**config.mk**
```make
export PLATFORM = sky130hd
export DESIGN_NAME = mtw_cfg_regs
export DESIGN_NICKNAME = d
export VERILOG_FILES = /design/src/mtw_pkg.sv /design/src/mtw_cfg_regs.sv
export SDC_FILE = /design/constraint.sdc
export NUM_CORES = 1
export LEC_CHECK = 0
export ABC_CLOCK_PERIOD_IN_PS = 1150
export BUFFER_PORTS_ARGS = -buffer_cell sky130_fd_sc_hd__buf_2
export CORE_UTILIZATION = 35
export DETAILED_ROUTE_END_ITERATION = 10
export GPL_ROUTABILITY_DRIVEN = 0
export HOLD_SLACK_MARGIN = 0.15
export PLACE_DENSITY = 0.75
export SLEW_MARGIN = 20
export SYNTH_ARGS = -nofsm -noshare
export SYNTH_HDL_FRONTEND = slang
export SYNTH_SLANG_ARGS = --single-unit
```
**constraint.sdc**
```tcl
create_clock -name clk -period 1.15 [get_ports clk]
set_clock_uncertainty 0.15 [all_clocks]
set_input_delay 0.0575 -clock clk [delete_from_list [all_inputs] [get_ports clk]]
set_output_delay 0.0575 -clock clk [all_outputs]
set_load 0.005 [all_outputs]
```
**src/mtw_pkg.sv**
```systemverilog
// Shared types, constants and helper functions for the MT19937 word generator.
// No dependencies; imported by every module of the block.
`timescale 1ns / 1ps
`default_nettype none

package mtw_pkg;

	localparam int unsigned STATE_WORDS   = 624;
	localparam int unsigned MIDDLE_OFFSET = 397;

	typedef logic [31:0] word_t;
	typedef logic [9:0]  addr_t;
	typedef logic [2:0]  paddr_t;

	localparam word_t TWIST_MATRIX = 32'h9908_b0df;
	localparam word_t HIGH_BIT     = 32'h8000_0000;
	localparam word_t LOW_BITS     = 32'h7fff_ffff;
	localparam word_t TEMPER_B     = 32'h9d2c_5680;
	localparam word_t TEMPER_C     = 32'hefc6_0000;
	localparam word_t SEED_MULT    = 32'd69069;
	localparam word_t SEED_RESET   = 32'd4357;

	localparam addr_t       FIRST_ADDR   = 10'd0;
	localparam addr_t       LAST_ADDR    = 10'(STATE_WORDS - 1);
	localparam logic [9:0]  IDX_FULL     = 10'(STATE_WORDS);
	localparam logic [9:0]  IDX_UNSEEDED = 10'(STATE_WORDS + 1);

	// register byte addresses
	localparam paddr_t ADDR_SEED_VALUE = 3'd0;

	typedef enum logic [2:0] {
		ST_IDLE,
		ST_FILL,
		ST_TW_PRIME,
		ST_TW_LOAD,
		ST_TW_RUN,
		ST_READ,
		ST_LOAD
	} state_t;

	function automatic addr_t nxt_addr(input addr_t k);
		return (k == LAST_ADDR) ? FIRST_ADDR : addr_t'(k + 10'd1);
	endfunction

	function automatic addr_t far_addr(input addr_t k);
		logic [10:0] s;
		s = {1'b0, k} + 11'(MIDDLE_OFFSET);
		if (s >= 11'(STATE_WORDS)) begin
			s = s - 11'(STATE_WORDS);
		end
		return s[9:0];
	endfunction

	function automatic word_t mix_pair(input word_t upper, input word_t lower, input word_t far);
		word_t y;
		y = (upper & HIGH_BIT) | (lower & LOW_BITS);
		return far ^ (y >> 1) ^ (y[0] ? TWIST_MATRIX : '0);
	endfunction

	function automatic word_t temper(input word_t w);
		word_t y;
		y = w ^ (w >> 11);
		y = y ^ ((y << 7) & TEMPER_B);
		y = y ^ ((y << 15) & TEMPER_C);
		y = y ^ (y >> 18);
		return y;
	endfunction

endpackage

`default_nettype wire

```
**src/mtw_cfg_regs.sv**
```systemverilog
// APB-style register block holding the seed register.
// Depends on mtw_pkg.
`timescale 1ns / 1ps
`default_nettype none

module mtw_cfg_regs (
	input  logic           clk,
	input  logic           arst_n,
	input  logic           psel,
	input  logic           penable,
	input  logic           pwrite,
	input  mtw_pkg::paddr_t paddr,
	input  mtw_pkg::word_t  pwdata,
	output mtw_pkg::word_t  prdata,
	output logic           pready,
	output mtw_pkg::word_t  seed_value
);
	import mtw_pkg::*;

	word_t seed_q;
	logic  hit_seed;

	assign hit_seed   = (paddr == ADDR_SEED_VALUE);
	assign pready     = 1'b1;
	assign prdata     = hit_seed ? seed_q : '0;
	assign seed_value = seed_q;

	always_ff @(posedge clk or negedge arst_n) begin
		if (!arst_n) begin
			seed_q <= SEED_RESET;
		end else if (psel && penable && pwrite && pready && hit_seed) begin
			seed_q <= pwdata;
		end
	end

endmodule

`default_nettype wire

```
# Word level (Yosys, flattened, before mapping)

Index checks and enable logic that the tools add are counted.

Reductions and logical operators: 4
Muxes and demuxes: 1

Operators with widths:

| operator          | number |
|---|---|
| 32-bit 2-to-1 mux | 1 |
| 1-bit logical AND | 3 |
| 3-bit logical NOT | 1 |

Input bits: 40
Register bits after elaboration: 32

# Longest topological paths before layout

Depth after elaboration: 3
Mapped depth: 5
Depth with buffers taken out: 3

# Worst setup path after synthesis

Ideal clock, no wire load.

Path kind: input to register
Start: in paddr[1]
End: reg seed_q[10], in the netlist seed_value[10]
Cell stages on the path: 5
Setup slack: -225 ps
Library setup time: 125 ps
Arrival time: 1100 ps
Path buffers: 2
Path through: nor3_2 and4_1 buf_6 buf_12 mux2_4

Longest elaborated chain between the ends: 2

RTL lines:

| item                 | line               | RTL |
|---|---|---|
| from (decl)          | mtw_cfg_regs.sv:12 | `input mtw_pkg::paddr_t paddr,` |
| 3-bit logical NOT    | mtw_cfg_regs.sv:23 | `assign hit_seed = (paddr == ADDR_SEED_VALUE);` |
| 1-bit logical AND    | mtw_cfg_regs.sv:31 | `end else if (psel && penable && pwrite && pready && hit_seed) begin` |
| to (signal assigned) | mtw_cfg_regs.sv:32 | `seed_q <= pwdata;` |
| to (decl)            | mtw_cfg_regs.sv:20 | `word_t seed_q;` |

No other way between the ends.
A chain may end at the register's enable or synchronous reset.

# Final worst setup path

Start: reg seed_q[0], in the netlist seed_value[0]
End: out prdata[0]

Longest elaborated chain between the ends: 1

RTL lines:

| item              | line               | RTL |
|---|---|---|
| 32-bit 2-to-1 mux | mtw_cfg_regs.sv:25 | `assign prdata = hit_seed ? seed_q : '0;` |
| to (decl)         | mtw_cfg_regs.sv:14 | `output mtw_pkg::word_t prdata,` |

No other way between the ends.

==> impl_results.md <==
* Syn Inst Count at around 110
* Die Span Y at 69.5 um
* Initial antenna violation count at 0
* Layout cells sized above 1 at 65.2%
* Area occupied by multi-input gates at roughly 700 um^2
* Critical path fanouts, max at 3
* FILL cells at 333
* Fin crit share at 110%
* Max Root-Sink Buffers at 2
* Max cap viols at 0
* Syn avg cell area at 14.9 um^2
* Failing checks: negative setup slack
* Die area at 0.00483 mm^2
* Initial Utilization at a little over a third
* CTS tree: yes
* Drc violations at 0
* Final count of negative-setup-slack endpoints at 24
* ANT nets after route at 0
* Core area at 0.00435 mm^2
* Largest net degree at the start of global routing at 33
* Crit path time final at 1.26 ns
* Critical path type: register to output port
* Hold Vio Cnt, Final at 0
* Yosys cell types at 13
* Vias at roughly 1,400
* WL per Instance at around 13 um
* Worst-Skew Late Latency at 0.27 ns
* CP endpoint kind: output port
* Fmax at slightly below 800 MHz
* Number of diodes at 0
* Post-synth top area share at 44.0%
* # rows at 24
* Clock transition at the registers of the reported paths at 0.06 ns
* Sequential area share after synthesis at 50.5%
* Total gr overflow at 0
* Pwr dens at 1230 mW/mm^2
* Overall routed net length at 4290 um
* DRT iter0 DRCs at 35
* RSZ-0062 raised after global routing: true
* Gr usage total at 17.6%
* TritonCTS Buffers at 5
* Final Worst Setup Slack at -0.110 ns
* Syn. warnings at 0
* First-pass GRT wire length at 6510 um
* Slew Viols, Final at 0
* Syn nets at 147
* H-tree levels at 2
* Synth Register Bits at 32
* Arr. time, crit path at between 1 and 1.5 ns
* Hold buffers post-CTS at 33
* Worst EP required at approximately 0.94 ns
* Startpoint Class: register
* Worst hold slack at ~0.084 ns
* Cell taking the most area after synthesis: dfrtp_1
* VDD IR max at 0.788 mV
* NumNets Final at slightly above 300
* Vias in the first global route at 1,364
* 1st-pass router iterations at 4
* Register Area at just over 800 um^2
* Via-per-instance ratio at between 4 and 5
* Number of buffers added on ports at 103
* Final TNS setup at -0.814 ns
* Finished Core Util at 64.7%
* Sink Count at 32
* I/O pin cnt at about 110
* Synthesized area at 0.00159 mm^2
* Largest cells by area after synthesis: dfrtp_1 44%, mux2_4 28%, and2_1 12%
* Outcome: finished, violations left
* CTS root buf: clkbuf_8
* Worst min path class: input port to async pin
* Post-DP HPWL at 2490 um
* Max reg flops at 32
* Area growth syn-to-layout at 76.8%
* Die W at 69.5 um
* Leakage power at ~0.0015 uW
[timing repair]
action,CTS,global route
buffers inserted,9,10
hold endpoints to repair,64,13
setup endpoints to repair,31,49
cloned,1,1
pin swaps,1,2
gates resized for setup,10,6
[metal layers]
metal	track usage, %	routed length [um]	share of wire (%)	vias to the layer above
met3	4.94	270	6.3	5
met2	32.6	2330	54	73
met1	19.5	1660	39	674
met4	4.76	33	0.77	0
met5	0	0	0	-
li1	-	-	-	671
[metrics by stage]
stage          instance area, um^2  total power [uW]  setup WS (ns)  instances
2_1_floorplan                 1600              1910         -0.169        107
3_3_place_gp                  2160              2280         -0.274        258
3_5_place_dp                  2160              2310         -0.319        258
4_1_cts                       2710              3380         -0.112        309
5_1_grt                       2820              3640         -0.143        319
6_report                      2820              3450         -0.110        319
[final timing paths]
kind | slack (ns) | endpoint | start | depth (start not counted)
worst max-delay path | -0.11 | prdata[0] | seed_value[0]$_DFFE_PN1P_ | 2
worst min-delay path | 0.08 | seed_value[6]$_DFFE_PN0P_ | arst_n | 2
worst max register to register | 0.08 | seed_value[3]$_DFFE_PN0P_ | seed_value[3]$_DFFE_PN0P_ | 2
worst min register to register | 0.38 | seed_value[26]$_DFFE_PN0P_ | seed_value[26]$_DFFE_PN0P_ | 1
max in group asynchronous | 0.28 | seed_value[2]$_DFFE_PN1P_ | arst_n | 3
min in group clk | 0.30 | seed_value[7]$_DFFE_PN0P_ | paddr[0] | 5
[cells in the mapped netlist]
master     n
and2_2     2
mux2_2     2
dfstp_2    4
buf_6      1
dfrtp_1   28
mux2_4    30
and2_1    30
buf_4      1
and4_1     1
clkbuf_1   3
buf_12     3
conb_1     1
nor3_2     1
[worst max-delay path, stage by stage, from the launching register on]
cell and delay, ns:
dfstp_2 0.55, and2_4 0.15, buf_6 0.08
[cell type report]
| type | count | area share, % |
|---|---|---|
| repair buffers | 160 | 40.4 |
| flip-flops and latches | 32 | 28.6 |
| multi-input cells | 67 | 25.5 |
| clock buffers | 8 | 3.20 |
| well taps | 52 | 2.31 |
[placed cells by master (no fill, tap or decap), types with 2 or more instances in the layout]
cell type	netlist	layout
buf_2	0	98
dlygate4sd3_1	0	33
mux2_4	30	32
and2_1	30	29
dfrtp_1	28	28
buf_4	1	15
buf_6	1	10
clkbuf_8	0	6
dfstp_2	4	4
and2_4	0	2
clkbuf_1	3	2
buf_12	3	2
[cell families (layout without fill, tap and decap cells)]
logic type	count (synthesis)	count (layout)	share of synthesized area, %
buffers and inverters	8	168	5.65
DFF	32	32	50.5
muxes	32	32	29.7
other	1	1	0.235
and+or+nand+nor	34	34	13.9
[where the power goes]
group,internal [uW],total (uW),switching [uW],leakage (uW)
registers,1370,1530,164,0.000400
clock network,487,860,373,0.0000455
logic,750,1060,311,0.00109
Note: power is estimated with default switching activity, not from simulation.
